`src/hw/rtl/u2c_pkg.sv`:
```
// ----------------------------------------------------------------------------
// u2c_pkg
// Shared types, the CP1251 upper-half table and the code unit mapping.
// ----------------------------------------------------------------------------
`default_nettype none

package u2c_pkg;

  localparam int unsigned ByteW = 8;
  localparam int unsigned UnitW = 16;
  localparam int unsigned PendW = 2;
  localparam int unsigned TableDepth = 128;

  localparam logic [ByteW-1:0] QMark = 8'h3F;
  localparam logic [ByteW-1:0] HighBase = 8'h80;

  // decoder state: continuation bytes still expected and the unit so far
  typedef struct packed {
    logic [PendW-1:0] pend;
    logic [UnitW-1:0] acc;
  } u2c_state_t;

  // Unicode code unit for CP1251 bytes 0x80..0xFF
  localparam logic [UnitW-1:0] UpperHalf [TableDepth] = '{
    16'h0402, 16'h0403, 16'h201A, 16'h0453, 16'h201E, 16'h2026, 16'h2020, 16'h2021,
    16'h20AC, 16'h2030, 16'h0409, 16'h2039, 16'h040A, 16'h040C, 16'h040B, 16'h040F,
    16'h0452, 16'h2018, 16'h2019, 16'h201C, 16'h201D, 16'h2022, 16'h2013, 16'h2014,
    16'h0098, 16'h2122, 16'h0459, 16'h203A, 16'h045A, 16'h045C, 16'h045B, 16'h045F,
    16'h00A0, 16'h040E, 16'h045E, 16'h0408, 16'h00A4, 16'h0490, 16'h00A6, 16'h00A7,
    16'h0401, 16'h00A9, 16'h0404, 16'h00AB, 16'h00AC, 16'h00AD, 16'h00AE, 16'h0407,
    16'h00B0, 16'h00B1, 16'h0406, 16'h0456, 16'h0491, 16'h00B5, 16'h00B6, 16'h00B7,
    16'h0451, 16'h2116, 16'h0454, 16'h00BB, 16'h0458, 16'h0405, 16'h0455, 16'h0457,
    16'h0410, 16'h0411, 16'h0412, 16'h0413, 16'h0414, 16'h0415, 16'h0416, 16'h0417,
    16'h0418, 16'h0419, 16'h041A, 16'h041B, 16'h041C, 16'h041D, 16'h041E, 16'h041F,
    16'h0420, 16'h0421, 16'h0422, 16'h0423, 16'h0424, 16'h0425, 16'h0426, 16'h0427,
    16'h0428, 16'h0429, 16'h042A, 16'h042B, 16'h042C, 16'h042D, 16'h042E, 16'h042F,
    16'h0430, 16'h0431, 16'h0432, 16'h0433, 16'h0434, 16'h0435, 16'h0436, 16'h0437,
    16'h0438, 16'h0439, 16'h043A, 16'h043B, 16'h043C, 16'h043D, 16'h043E, 16'h043F,
    16'h0440, 16'h0441, 16'h0442, 16'h0443, 16'h0444, 16'h0445, 16'h0446, 16'h0447,
    16'h0448, 16'h0449, 16'h044A, 16'h044B, 16'h044C, 16'h044D, 16'h044E, 16'h044F
  };

  // unit -> CP1251 byte; table hit wins, ASCII passes, else '?'
  function automatic logic [ByteW-1:0] map_unit(input logic [UnitW-1:0] unit);
    logic [ByteW-1:0] res;
    res = QMark;
    if (unit < UnitW'(HighBase)) res = unit[ByteW-1:0];
    for (int i = 0; i < TableDepth; i++) begin
      if (UpperHalf[i] == unit) res = HighBase | ByteW'(i);
    end
    return res;
  endfunction

endpackage

`default_nettype wire

```
`src/hw/rtl/u2c_decode.sv`:
```
// ----------------------------------------------------------------------------
// u2c_decode
// UTF-8 step logic: next decoder state, emit flag and emitted code unit.
// ----------------------------------------------------------------------------
`default_nettype none

module u2c_decode
  import u2c_pkg::*;
(
  input  wire logic [ByteW-1:0] byte_i,
  input  wire logic             last_i,
  input  wire u2c_state_t       state_i,
  output u2c_state_t            state_o,
  output logic                  emit_o,
  output logic [UnitW-1:0]      unit_o
);

  u2c_state_t nxt;
  logic       emit;

  always_comb begin
    nxt  = state_i;
    emit = 1'b0;
    if (state_i.pend != '0) begin
      if (state_i.pend[1]) begin
        // first continuation (a count of 3 behaves as 2)
        nxt.acc  = state_i.acc | {4'b0, byte_i[5:0], 6'b0};
        nxt.pend = PendW'(1);
      end else begin
        nxt.acc  = state_i.acc | {10'b0, byte_i[5:0]};
        nxt.pend = '0;
        emit     = 1'b1;
      end
    end else if (!byte_i[7]) begin
      nxt.acc = {8'b0, byte_i};
      emit    = 1'b1;
    end else if (byte_i[7:5] == 3'b110) begin
      nxt.acc  = {5'b0, byte_i[4:0], 6'b0};
      nxt.pend = PendW'(1);
    end else if (byte_i[7:4] == 4'b1110) begin
      nxt.acc  = {byte_i[3:0], 12'b0};
      nxt.pend = PendW'(2);
    end else begin
      // stray continuation or 4-byte lead: repeat last unit
      emit = 1'b1;
    end
  end

  assign emit_o  = emit | last_i;
  assign unit_o  = nxt.acc;
  assign state_o = last_i ? '0 : nxt;

endmodule

`default_nettype wire

```
`src/hw/rtl/utf8_to_cp1251_transcoder.sv`:
```
// ----------------------------------------------------------------------------
// utf8_to_cp1251_transcoder
// UTF-8 byte stream to Windows-1251 byte stream, with the decoded code unit.
// ----------------------------------------------------------------------------
// Takes one UTF-8 byte per beat and returns one CP1251 byte for each complete
// one-, two- or three-byte sequence, together with the 16-bit code unit it came
// from. tlast on the input marks the final byte of a string: that beat always
// yields a result (a partial unit if a sequence is cut short) carrying tlast,
// and the decoder then clears. Continuation bytes are not checked. A stray
// continuation byte or a four-byte lead repeats the previous unit (0 at the
// start of a string). Units not in the CP1251 table and not ASCII map to '?'.
// Throughput is one byte per clock while the output accepts. The result is
// registered once after the UTF-8 decode step and once after the
// 128-entry table match. Backpressure stalls the stages in place; each stage
// refills in the cycle it drains, so no bubbles are added.
// ----------------------------------------------------------------------------
`default_nettype none

module utf8_to_cp1251_transcoder
  import u2c_pkg::*;
(
  input  wire logic        clk_i,
  input  wire logic        rst_ni,
  // slave side
  input  wire logic        s_axis_tvalid,
  output logic             s_axis_tready,
  input  wire logic [7:0]  s_axis_tdata,   // [7:0] in_byte
  input  wire logic        s_axis_tlast,   // string_end
  // master side
  output logic             m_axis_tvalid,
  input  wire logic        m_axis_tready,
  output logic [23:0]      m_axis_tdata,   // [7:0] out_byte, [23:8] code_unit
  output logic             m_axis_tlast    // string_end_out
);

  // decoder state
  u2c_state_t       state_q, state_d;
  // stage 1: decoded unit awaiting mapping
  logic             s1_vld_q, s1_vld_d;
  logic [UnitW-1:0] s1_unit_q;
  logic             s1_last_q;
  // stage 2: output register
  logic             out_vld_q, out_vld_d;
  logic [ByteW-1:0] out_byte_q;
  logic [UnitW-1:0] out_unit_q;
  logic             out_last_q;

  logic             in_beat;
  logic             s1_rdy, s2_rdy;
  logic             dec_emit;
  logic [UnitW-1:0] dec_unit;

  u2c_decode u_decode (
    .byte_i  (s_axis_tdata),
    .last_i  (s_axis_tlast),
    .state_i (state_q),
    .state_o (state_d),
    .emit_o  (dec_emit),
    .unit_o  (dec_unit)
  );

  // ready ripples back: a stage may load when empty or draining this cycle
  assign s2_rdy        = !out_vld_q || m_axis_tready;
  assign s1_rdy        = !s1_vld_q || s2_rdy;
  assign s_axis_tready = s1_rdy;
  assign in_beat       = s_axis_tvalid && s1_rdy;

  always_comb begin
    if (in_beat) begin
      s1_vld_d = dec_emit;
    end else if (s2_rdy) begin
      s1_vld_d = 1'b0;
    end else begin
      s1_vld_d = s1_vld_q;
    end
    out_vld_d = s2_rdy ? s1_vld_q : out_vld_q;
  end

  // control
  always_ff @(posedge clk_i or negedge rst_ni) begin
    if (!rst_ni) begin
      state_q   <= '0;
      s1_vld_q  <= 1'b0;
      out_vld_q <= 1'b0;
    end else begin
      if (in_beat) state_q <= state_d;
      s1_vld_q  <= s1_vld_d;
      out_vld_q <= out_vld_d;
    end
  end

  // payload
  always_ff @(posedge clk_i) begin
    if (in_beat && dec_emit) begin
      s1_unit_q <= dec_unit;
      s1_last_q <= s_axis_tlast;
    end
    if (s2_rdy && s1_vld_q) begin
      out_byte_q <= map_unit(s1_unit_q);
      out_unit_q <= s1_unit_q;
      out_last_q <= s1_last_q;
    end
  end

  assign m_axis_tvalid = out_vld_q;
  assign m_axis_tdata  = {out_unit_q, out_byte_q};
  assign m_axis_tlast  = out_last_q;

endmodule

`default_nettype wire

```
`config.mk`:
```
export PLATFORM = sky130hd
export DESIGN_NAME = utf8_to_cp1251_transcoder
export DESIGN_NICKNAME = d
export VERILOG_FILES = /design/src/hw/rtl/u2c_pkg.sv /design/src/hw/rtl/u2c_decode.sv /design/src/hw/rtl/utf8_to_cp1251_transcoder.sv
export SDC_FILE = /design/constraint.sdc
export NUM_CORES = 1
export LEC_CHECK = 0
export BUFFER_PORTS_ARGS = -buffer_cell sky130_fd_sc_hd__buf_2
export CORE_MARGIN = 3
export CORE_UTILIZATION = 60
export CTS_CLUSTER_SIZE = 8
export DETAILED_ROUTE_END_ITERATION = 6
export PLACE_DENSITY = 0.77
export SLEW_MARGIN = 20
export SYNTH_ARGS = -nofsm -noshare
export SYNTH_HDL_FRONTEND = slang
export SYNTH_HIERARCHICAL = 1
export SYNTH_SLANG_ARGS = --single-unit
```
`constraint.sdc`:
```
create_clock -name clk_i -period 3.5 [get_ports clk_i]
set_clock_uncertainty 0.2 [all_clocks]
set_input_delay 0.7 -clock clk_i [delete_from_list [all_inputs] [get_ports clk_i]]
set_output_delay 0.7 -clock clk_i [all_outputs]
set_load 0.05 [all_outputs]
```
Yosys cells after proc, flatten, opt, wreduce, memory -nomap -nowiden
Cells that the tools add are included.

Add/subtract/negate cells: 0. $mul: 0. Divide/modulo/power cells: 0. Order comparisons: 1. Equal/unequal tests: 130. Shifts and indexed selects: 0. Mux-type cells: 142. Bitwise gates (word level): 3. Reduce and logical (&&, ||, !) cells: 19.

Operators by type and width (number): 11-bit by 16-bit equality test with 1-bit output, first input constant (94); 7-bit 2-to-1 mux (64); 14-bit by 16-bit equality test with 1-bit output, first input constant (18); 8-bit by 16-bit equality test with 1-bit output, first input constant (16); 6-bit 2-to-1 mux (32); 128-bit OR reduction (1); 5-bit 2-to-1 mux (16); 18-bit 2-to-1 mux (4); 64-bit OR reduction (1); 4-bit 2-to-1 mux (8); 32-bit OR reduction (1); 17-bit 2-to-1 mux (1); 16-bit by 8-bit < comparator with 1-bit output, second input constant (1); 16-bit 2-to-1 mux (1); 16-bit by 12-bit bitwise OR with 16-bit output (1); 16-bit by 6-bit bitwise OR with 16-bit output (1); 16-bit OR reduction (1); 3-bit 2-to-1 mux (4); 1-bit 2-to-1 mux (8); 8-bit 2-to-1 mux (1); 8-bit OR reduction (1); 2-bit 2-to-1 mux (3); 4-bit equality test, second input constant (1); 2-bit nonzero test (2); other kinds (10) (14).

Register bits: 62. Bits in latches: 0. RAM bits: 0. Bits in read-only memories: 0. Input port bits: 13. Output and inout port bits: 27. Memories: 0.

Depth between registers and ports, before layout
Gate-level depths: netlist (run 1).

Depth in word-level cells: 129. Depth in mapped cells: 9. Depth with buffers taken out: 7.

Hierarchy
The synthesis (run 1) kept the hierarchy.

Modules (own cells, without submodules): utf8_to_cp1251_transcoder (instances 1, cells each 366, area each 3798.6 um2); u2c_decode (instances 1, cells each 65, area each 416.6 um2).

Worst setup path before layout (run 1)
No wires, ideal clock.

Path type: input -> register. Start point: in m_axis_tready. End point: reg s1_last_q, enable pin. Arrival: 2.275 ns. Data required time: 2.909 ns. Path slack: 0.635 ns. Stages on the path: 4. Buffers on the path: 1. Cells stage by stage: nand3b_1 > nand2_1 > clkbuf_1 > nor2_1.

Longest elaborated chain between the ends: 4.

RTL lines: start, declared (line utf8_to_cp1251_transcoder.sv:31) `input wire logic m_axis_tready,`; 1-bit logical OR (line utf8_to_cp1251_transcoder.sv:63) `assign s2_rdy = !out_vld_q || m_axis_tready;`; 1-bit logical OR (line utf8_to_cp1251_transcoder.sv:64) `assign s1_rdy = !s1_vld_q || s2_rdy;`; 1-bit logical AND (line utf8_to_cp1251_transcoder.sv:66) `assign in_beat = s_axis_tvalid && s1_rdy;`; 1-bit logical AND (line utf8_to_cp1251_transcoder.sv:94) `if (in_beat && dec_emit) begin`; end signal, assigned (line utf8_to_cp1251_transcoder.sv:96) `s1_last_q <= s_axis_tlast;`; end, declared (line utf8_to_cp1251_transcoder.sv:41) `logic s1_last_q;`.

No other way between the ends. A chain may end at the register's enable or synchronous reset.

Final worst setup path (run 1)
Start point: reg s1_unit_q[5]. End point: reg out_byte_q[0], data pin.

Longest elaborated chain between the ends: 129. Elaborated cells between the ends (all ways): 257.

RTL lines: start, declared (line utf8_to_cp1251_transcoder.sv:40) `logic [UnitW-1:0] s1_unit_q;`; start signal, assigned (line utf8_to_cp1251_transcoder.sv:95) `s1_unit_q <= dec_unit;`; 16-bit by 8-bit < comparator with 1-bit output (line u2c_pkg.sv:47) `if (unit < UnitW'(HighBase)) res = unit[ByteW-1:0];`; 8-bit 2-to-1 mux (line u2c_pkg.sv:47); 7-bit 2-to-1 mux (64 in series) (line u2c_pkg.sv:49) `if (UpperHalf[i] == unit) res = HighBase | ByteW'(i);`; 6-bit 2-to-1 mux (32 in series) (line u2c_pkg.sv:49); 5-bit 2-to-1 mux (16 in series) (line u2c_pkg.sv:49); 4-bit 2-to-1 mux (8 in series) (line u2c_pkg.sv:49); 3-bit 2-to-1 mux (4 in series) (line u2c_pkg.sv:49); 2-bit 2-to-1 mux (2 in series) (line u2c_pkg.sv:49); 1-bit 2-to-1 mux (line u2c_pkg.sv:49); end signal, assigned (line utf8_to_cp1251_transcoder.sv:99) `out_byte_q <= map_unit(s1_unit_q);`; end, declared (line utf8_to_cp1251_transcoder.sv:44) `logic [ByteW-1:0] out_byte_q;`.

Several ways; a longest one is shown, not always the timed one.

==> reports/metrics.yaml, run 1 <==
run_status:
  status: "complete, no violations"
floorplanning:
  die-area_mm2: 0.00807
  coreArea_mm2: 0.00657
  die_w_um: 89.8
  dieHeight_um: 89.8
  rows: 29
  start_util: 0.642
  io_pins: 40
clock_tree:
  clock_sinks: 62
  cts_setup_buffers: 0
  clock-root-buffer: "clkbuf_8"
  clk_pin_slew_ns: 0.08
  insertion_delay_ns: 0.35
  cts_tree: "yes"
  htree_levels: 3
  cts_hold_buf: 0
  cts.repair.resized: 0
  clock_path_buffers: 2
  numCtsBuffers: 9
critical_path:
  cp-end-kind: "register"
  crit_type: "register to register"
  startpoint_type: "register"
  crit_path_max_fanout: 17
  required_ns: 3.41
  arrival_ns: 3.04
power:
  p_leak_nw: 1.81
  total_power_mw: 2.15
  peakVddDrop_uv: 365
  p_per_area_mw_per_mm2: 446
synthesis:
  seq_area_frac_synth: 0.418
  synth_xor_xnor_area_share: 0.0104
  synth_compound_area_frac: 0.187
  synth_top_family_by_area: "simple AND/OR/NAND/NOR gates"
  syn_area_mm2: 0.00422
  syn_nets: 444
  yosys.area_share.simple: 0.269
  synth_cell_types: 73
  synth_seq_cells: 62
  netlist_instances: 431
  yosys_warnings: 6
  syn_area_per_cell_um2: 9.78
  synth-main-ff-cell: "edfxtp_1"
  synth_edf_count: 42
  async_flop_share: 0.323
  synth.area.mux_share: 0.0674
  synth_fa_ha_area_frac: 0
sta:
  fin_crit_sh: 0.896
  tightest_slew_ns: 0.916
  min_period_ns: 3.14
  finalSetupViolations: 0
  slew_headroom: 0.385
  tns_ns: 0
  final_max_slew_viol_count: 0
  hold_viol: 0
  max_freq_ghz: 0.319
  rsz0062_at_grt: "false"
place:
  dp_hpwl_um: 9620
  portBuffers: 39
  gp_congestion: 1.08
  dp_cells: 566
detailed_routing:
  antenna_left: 0
  via_per_inst: 7.10
  wl_per_cell_um: 23.4
  num_vias: 4132
  drt_iter0_drc: 652
  drc: 0
  firstDrtPassIters: 6
  wl_um: 13600
grt:
  grt_overflow: 0
  grt_max_degree: 26
  grt_pass1_vias: 4096
  grt_antenna_before_repair: 0
  grt_pass1_wl_um: 21700
  groute.usage.overall: 0.341
cells_and_area:
  insertedDiodeCount: 0
  area.growth.synth_to_final_pct: 14.4
  fillers: 453
  nets: 497
  layout-drive-gt1-share: 0.262
  layout.cells.non_filler: 582
flow_run:
  drv_cap: 0
hold_path:
  min_path_type: "input pin to async pin"
[final cells by class]
type                            instances  area, um2  area share
Multi-Input combinational cell        330       2250       0.466
Sequential cell                        62       1760       0.365
Timing Repair Buffer                   74        470      0.0975
Clock buffer                            9        124      0.0257
Tap cell                               93        116      0.0241
Clock inverter                          7       77.6      0.0161
Inverter                                7       26.3     0.00545
[critical path: stages, from the launching register on]
cell	delay, ns
edfxtp_1	0.76
nor3b_1	0.67
nand2b_1	0.33
nor3_1	0.34
or4_1	0.20
a21oi_1	0.06
nor4b_1	0.16
o22a_1	0.18
[power breakdown]
part	switching (mW)	total [mW]	internal (mW)
sequential	0.0763	0.944	0.868
clock	0.315	0.652	0.337
combinational	0.377	0.555	0.177
total	0.768	2.15	1.38
[stage by stage]
stage               worst slack [ns]  hold WS (ns)   util  area [um2]
detailed placement             0.511         0.209  0.704        4620
global route                   0.200        0.0996  0.734        4820
floorplan                      0.635         0.200      -        4220
global placement               0.505         0.207  0.704        4620
CTS                            0.493        0.0879  0.734        4820
finish                         0.363        0.0965  0.734        4820
[routing by layer]
metal,GRT usage,part of all wire,up-vias
li1,-,-,1771
met1,0.396,0.35,1905
met2,0.581,0.48,356
met3,0.0751,0.10,100
met4,0.198,0.065,0
met5,0,0,-
[cells by family (layout without fill, tap and decap cells)]
group	count (synthesis)	in the layout
multiplexers	26	26
AND/OR/NAND/NOR	190	190
buffers and inverters	39	97
XOR/XNOR	5	5
AO/OA/AOI/OAI	109	109
flip-flops	62	62
[cell usage after synthesis (all sizes together) (8+ instances only)]
library cell	n	area, um2
mux2	19	214
a22o	10	87.6
nor3	23	115
a21oi	17	85.1
nand3	23	120
buf	25	154
nor2b	22	138
nor4	12	109
edfxtp	42	1260
nand2	31	121
nor4b	8	104
dfrtp	20	500
o21ai	23	115
nor2	33	126
[sequential cells by signal (all words and copies together), names as in the netlist]
name           cells
s1_unit_q         16
out_byte_q         8
m_axis_tvalid      1
s1_vld_q           1
m_axis_tlast       1
s1_last_q          1
out_unit_q        16
state_q           18
[placed cells by master, fill, tap and decap left out, drive strengths merged, types with 3 or more instances in the layout]
cell type / n
a31oi: 3
nand4: 4
mux2i: 7
o21a: 3
nor2: 33
and3: 3
a22o: 10
dfrtp: 20
nand3b: 5
o32a: 3
nor4: 12
and2: 5
and3b: 3
o32ai: 5
a21oi: 17
nand2b: 5
nor3b: 3
a22oi: 3
nand3: 23
nor4b: 8
mux2: 19
nand2: 31
buf: 74
nor2b: 22
a21o: 4
inv: 10
xor2: 4
nor4bb: 3
a211oi: 3
o22ai: 3
a2111oi: 4
o21ai: 23
clkbuf: 9
o211ai: 4
a32oi: 5
edfxtp: 42
nor3: 23
[path summary, 6_finish.rpt]
check | depth (start not counted) | slack [ns] | end | from
min in group clk_i | 0 | 0.24 | m_axis_tlast | s1_last_q
max in group asynchronous | 1 | 2.68 | state_q[8] | rst_ni
worst max register to register | 7 | 0.36 | out_byte_q[0] | s1_unit_q[5]
worst max-delay path | 7 | 0.36 | out_byte_q[0] | s1_unit_q[5]
worst min register to register | 0 | 0.24 | m_axis_tlast | s1_last_q
worst min-delay path | 1 | 0.1 | state_q[9] | rst_ni
No activity file was read; power rests on OpenSTA's default activity.
==> run 2, diff against run 1 <==
--- a/config.mk
+++ b/config.mk
@@ -7,10 +7,10 @@
 export LEC_CHECK = 0
 export BUFFER_PORTS_ARGS = -buffer_cell sky130_fd_sc_hd__buf_2
 export CORE_MARGIN = 3
-export CORE_UTILIZATION = 60
+export CORE_UTILIZATION = 35
 export CTS_CLUSTER_SIZE = 8
 export DETAILED_ROUTE_END_ITERATION = 6
-export PLACE_DENSITY = 0.77
+export PLACE_DENSITY = 0.48
 export SLEW_MARGIN = 20
 export SYNTH_ARGS = -nofsm -noshare
 export SYNTH_HDL_FRONTEND = slang
==> constraint.sdc (replaced) <==
create_clock -name clk_i -period 3.5 [get_ports clk_i]
set_clock_uncertainty 0.2 [all_clocks]
set_input_delay 0.7 -clock clk_i [delete_from_list [all_inputs] [get_ports clk_i]]
set_output_delay 0.7 -clock clk_i [all_outputs]
set_load 0.005 [all_outputs]
==> reports/metrics.yaml, run 2 (synthesis gave the netlist of run 1 again) <==
sta:
  slew_headroom: 0.351  # was 0.385
  hold_ws_ns: 0.114  # was 0.0965 ns
  fin_crit_sh: 0.923  # was 0.896
  max_freq_ghz: 0.310  # was 0.319 GHz
  finalSetupViolations: 0  # unchanged
  tightest_slew_ns: 0.961  # was 0.916 ns
  hold_viol: 0  # unchanged
  rsz0062_at_grt: "false"  # unchanged
  min_period_ns: 3.23  # was 3.14 ns
  final_max_slew_viol_count: 0  # unchanged
  tns_ns: 0  # unchanged
  worst_slack_ns: 0.270  # was 0.363 ns
clock_tree:
  clock_path_buffers: 2  # unchanged
  cts_tree: "yes"  # unchanged
  cts.repair.resized: 0  # unchanged
  cts_hold_buf: 0  # unchanged
  numCtsBuffers: 9  # unchanged
  cts_setup_buffers: 0  # unchanged
  insertion_delay_ns: 0.34  # was 0.35 ns
  clk_pin_slew_ns: 0.06  # was 0.08 ns
  htree_levels: 3  # unchanged
  clock-root-buffer: "clkbuf_16"  # was clkbuf_8
  clock_sinks: 62  # unchanged
detailed_routing:
  wl_um: 14400  # was 13600 um
  antenna_left: 0  # unchanged
  drt_iter0_drc: 373  # was 652
  drc: 0  # unchanged
  firstDrtPassIters: 6  # unchanged
  wl_per_cell_um: 22.8  # was 23.4 um
  via_per_inst: 6.22  # was 7.10
  num_vias: 3936  # was 4132
grt:
  groute.usage.overall: 0.225  # was 0.341
  grt_pass1_vias: 3908  # was 4096
  grt_max_degree: 26  # unchanged
  grt_pass1_wl_um: 22400  # was 21700 um
  grt_overflow: 0  # unchanged
  grt_antenna_before_repair: 0  # unchanged
cells_and_area:
  layout-drive-gt1-share: 0.263  # was 0.262
  final_cell_mix: "edfxtp_1, buf_2, buf_4"  # unchanged
  insertedDiodeCount: 0  # unchanged
  final_common_cell: "edfxtp_1"  # unchanged
  area.growth.synth_to_final_pct: 18.8  # was 14.4%
  nets: 498  # was 497
  largest_registers: "state_q: 18 flops, out_unit_q: 16 flops, s1_unit_q: 16 flops"  # unchanged
  largest_reg_flops: 18  # unchanged
  largest_register: "state_q"  # unchanged
place:
  portBuffers: 39  # unchanged
  gp_congestion: 0.987  # was 1.08
  post-place-ws_ns: 0.291  # was 0.511 ns
  dp_hpwl_um: 10700  # was 9620 um
power:
  power_switching_share: 0.301  # was 0.357
  p_per_area_mw_per_mm2: 470  # was 446 mW/mm2
  p_leak_nw: 1.87  # was 1.81 nW
  seq_power_share: 0.403  # was 0.439
  intPower_mw: 1.64  # was 1.38 mW
  combPwrFrac: 0.192  # was 0.258
  clock_power_share: 0.405  # was 0.303
  peakVddDrop_uv: 362  # was 365 uV
  power.switching_uw: 708  # was 768 uW
critical_path:
  ff2ff_path_depth: 8  # was 7
  cp-end-kind: "register"  # unchanged
  arrival_ns: 3.12  # was 3.04 ns
  crit_type: "register to register"  # unchanged
  crit_path_max_fanout: 13  # was 17
  required_ns: 3.39  # was 3.41 ns
  startpoint_type: "register"  # unchanged
floorplanning:
  die_w_um: 116  # was 89.8 um
  coreArea_mm2: 0.0116  # was 0.00657 mm2
  rows: 39  # was 29
  die-area_mm2: 0.0134  # was 0.00807 mm2
  dieHeight_um: 116  # was 89.8 um
  start_util: 0.363  # was 0.642
  io_pins: 40  # unchanged
hold_path:
  min_path_type: "input pin to async pin"  # unchanged
run_status:
  status: "complete, no violations"  # unchanged
flow_run:
  drv_cap: 0  # unchanged
-- run 2: cell types whose count changed in the layout (fill, tap and decap cells not counted), sizes merged --
cell	previous run	this run
buf	74	75
clkbuf	9	10
clkinv	2	3
clkinvlp	1	0
inv	10	9
-- run 2: final cells by class --
cell class	count	area, um2
fillers	1138	6610
multi-input cells	330	2250
flip-flops and latches	62	1760
inverters	7	26.3
clock inverters	6	63.8
well taps	143	179
repair buffers	75	478
clock buffers	10	250
-- run 2: final timing paths --
kind,from,to,slack (ns)
setup / recovery,s1_unit_q[7],out_byte_q[0],0.27
setup reg to reg,s1_unit_q[7],out_byte_q[0],0.27
max in group asynchronous,rst_ni,state_q[4],2.66
hold / removal,rst_ni,state_q[7],0.11
hold reg to reg,s1_last_q,m_axis_tlast,0.22
min in group clk_i,s1_last_q,m_axis_tlast,0.22
-- run 2: per-stage QoR --
stage	utilization	cells	area, um2	power [mW]
6_report	0.431	633	5010	2.35
5_1_grt	0.431	633	5010	2.46
4_1_cts	0.431	633	5010	2.37
3_5_place_dp	0.404	617	4690	1.41
3_3_place_gp	0.404	617	4690	1.42
2_1_floorplan	-	431	4220	1.22
-- run 2: critical path, stage by stage, from the launching register on --
cell and delay, ns:
edfxtp_1 0.57, buf_4 0.28, nor4bb_1 0.85, nand4_1 0.30, o21ai_0 0.20, or4_1 0.20
a21oi_1 0.04, nor4b_1 0.15, o22a_1 0.19
-- run 2: routing by layer --
layer,vias to the layer above,part of all wire,track usage
li1,1771,-,-
met1,1896,0.39,0.267
met2,212,0.48,0.372
met3,57,0.066,0.0538
met4,0,0.059,0.131
met5,-,0,0
-- run 2: power by group through the flow --
stage	combinational, mW	clock (mW)	sequential, mW
6_report	0.452	0.952	0.948
5_1_grt	0.489	1.01	0.957
4_1_cts	0.449	0.973	0.948
3_5_place_dp	0.448	0	0.962
3_3_place_gp	0.460	0	0.961
2_1_floorplan	0.299	0	0.918
==> run 3, diff against run 2 <==
--- a/config.mk
+++ b/config.mk
@@ -6,6 +6,7 @@
 export NUM_CORES = 1
 export LEC_CHECK = 0
 export BUFFER_PORTS_ARGS = -buffer_cell sky130_fd_sc_hd__buf_2
+export CORE_ASPECT_RATIO = 1.1
 export CORE_MARGIN = 3
 export CORE_UTILIZATION = 35
 export CTS_CLUSTER_SIZE = 8
==> reports/metrics.yaml, run 3 (synthesis gave the netlist of run 1 again) <==
run_status:
  status: "complete, no violations"  # unchanged
clock_tree:
  insertion_delay_ns: 0.32  # was 0.34 ns
  cts_setup_buffers: 0  # unchanged
  clock-root-buffer: "clkbuf_16"  # unchanged
  cts_hold_buf: 0  # unchanged
  numCtsBuffers: 9  # unchanged
  clock_sinks: 62  # unchanged
  clk_pin_slew_ns: 0.06  # about the same
  htree_levels: 3  # unchanged
  cts.repair.resized: 0  # unchanged
  clock_path_buffers: 2  # unchanged
  cts_tree: "yes"  # unchanged
cells_and_area:
  largest_registers: "state_q: 18 flops, out_unit_q: 16 flops, s1_unit_q: 16 flops"  # unchanged
  layout-drive-gt1-share: 0.249  # was 0.263
  area.sequential_mm2: 0.00176  # unchanged
  largest_register: "state_q"  # unchanged
  final_cell_mix: "edfxtp_1, buf_2, nor2_1"  # was edfxtp_1, buf_2, buf_4
  final_util: 0.428  # was 0.431
  fillers: 1165  # was 1138
  insertedDiodeCount: 0  # unchanged
  multi_input_area_mm2: 0.00225  # unchanged
  final_common_cell: "edfxtp_1"  # unchanged
  area.growth.synth_to_final_pct: 17.8  # was 18.8%
  largest_reg_flops: 18  # unchanged
  nets: 490  # was 498
place:
  portBuffers: 39  # unchanged
  gp_congestion: 0.959  # was 0.987
  post-place-ws_ns: 0.376  # was 0.291 ns
  dp_hpwl_um: 9660  # was 10700 um
floorplanning:
  dieHeight_um: 121  # was 116 um
  io_pins: 40  # unchanged
  coreArea_mm2: 0.0116  # about the same
  die_w_um: 111  # was 116 um
  start_util: 0.364  # was 0.363
  die-area_mm2: 0.0134  # about the same
  rows: 41  # was 39
sta:
  hold_viol: 0  # unchanged
  tightest_slew_ns: 1.00  # was 0.961 ns
  min_period_ns: 3.15  # was 3.23 ns
  finalSetupViolations: 0  # unchanged
  tns_ns: 0  # unchanged
  worst_slack_ns: 0.346  # was 0.270 ns
  fin_crit_sh: 0.901  # was 0.923
  hold_ws_ns: 0.131  # was 0.114 ns
  final_max_slew_viol_count: 0  # unchanged
  rsz0062_at_grt: "false"  # unchanged
  max_freq_ghz: 0.317  # was 0.310 GHz
  slew_headroom: 0.323  # was 0.351
power:
  total_power_mw: 2.34  # was 2.35 mW
  peakVddDrop_uv: 221  # was 362 uV
  p_per_area_mw_per_mm2: 472  # was 470 mW/mm2
  p_leak_nw: 1.83  # was 1.87 nW
critical_path:
  crit_path_top_delay_cell: "nor4b_2"  # was nor4bb_1
  startpoint_type: "register"  # unchanged
  crit_path_max_fanout: 24  # was 13
  arrival_ns: 3.04  # was 3.12 ns
  cp-end-kind: "register"  # unchanged
  required_ns: 3.38  # was 3.39 ns
  crit_chain: "nor4b_2, nand3_2, a2111oi_2, nor2_1, o211ai_1, nor3_1, and3b_1"  # was buf_4, nor4bb_1, nand4_1, o21ai_0, or4_1, a21oi_1, nor4b_1, o22a_1
  slowest_delay_ns: 0.77  # was 0.85 ns
  crit_type: "register to register"  # unchanged
grt:
  grt_antenna_before_repair: 0  # unchanged
  grt_max_degree: 29  # was 26
  grt_pass1_vias: 3815  # was 3908
  grt_pass1_wl_um: 21500  # was 22400 um
  groute.usage.overall: 0.203  # was 0.225
  grt_overflow: 0  # unchanged
detailed_routing:
  num_vias: 3845  # was 3936
  wl_per_cell_um: 21.3  # was 22.8 um
  drt_iter0_drc: 239  # was 373
  drc: 0  # unchanged
  via_per_inst: 6.08  # was 6.22
  firstDrtPassIters: 5  # was 6
  antenna_left: 0  # unchanged
  wl_um: 13500  # was 14400 um
flow_run:
  drv_cap: 0  # unchanged
hold_path:
  min_path_type: "input pin to async pin"  # unchanged
## run 3: cell count changes in the layout (fill, tap and decap cells not counted), sizes merged
cell	before	now
buf	75	67
inv	9	7
bufinv	1	2
clkbuf	10	9
clkinv	3	4
clkinvlp	0	1
## run 3: worst paths after layout
check	startpoint	depth (start not counted)	slack, ns	endpoint
worst max-delay path	s1_unit_q[5]	7	0.35	out_byte_q[2]
worst min-delay path	rst_ni	1	0.13	state_q[3]
worst max register to register	s1_unit_q[5]	7	0.35	out_byte_q[2]
worst min register to register	s1_last_q	0	0.22	m_axis_tlast
max in group asynchronous	rst_ni	1	2.64	m_axis_tvalid
min in group clk_i	s1_last_q	0	0.22	m_axis_tlast
## run 3: layout make-up
cell class                 instances  share of cell area
multi-input combinational        330               0.453
inverter                           7             0.00529
tap                              150              0.0378
clock buffer                       9              0.0454
timing repair buffer              67              0.0842
clock inverter                     7              0.0197
sequential                        62               0.355
## run 3: stage by stage
step | cells | cell area, um2
finish | 632 | 4960
global route | 632 | 4960
CTS | 632 | 4960
detailed placement | 616 | 4640
global placement | 616 | 4640
floorplan | 431 | 4220
## run 3: report_power, final
part / leakage, nW / switching, mW / internal [mW]
combinational: 1.01 / 0.277 / 0.170
clock: 0.154 / 0.337 / 0.625
sequential: 0.659 / 0.0624 / 0.869
total: 1.83 / 0.677 / 1.66
## run 3: per-layer routing
metal,global-route usage,wire (um),vias up
met4,0.106,637,0
met1,0.245,5360,1846
met2,0.343,6570,189
met3,0.0389,903,50
li1,-,-,1760
met5,0,0,-
## run 3: critical path: cells and delay by family (launching register included)
| kind | cells | cell delay [ns] |
|---|---|---|
| AND/OR/NAND/NOR | 5 | 1.46 |
| flip-flops | 1 | 0.70 |
| AO/OA/AOI/OAI | 2 | 0.55 |
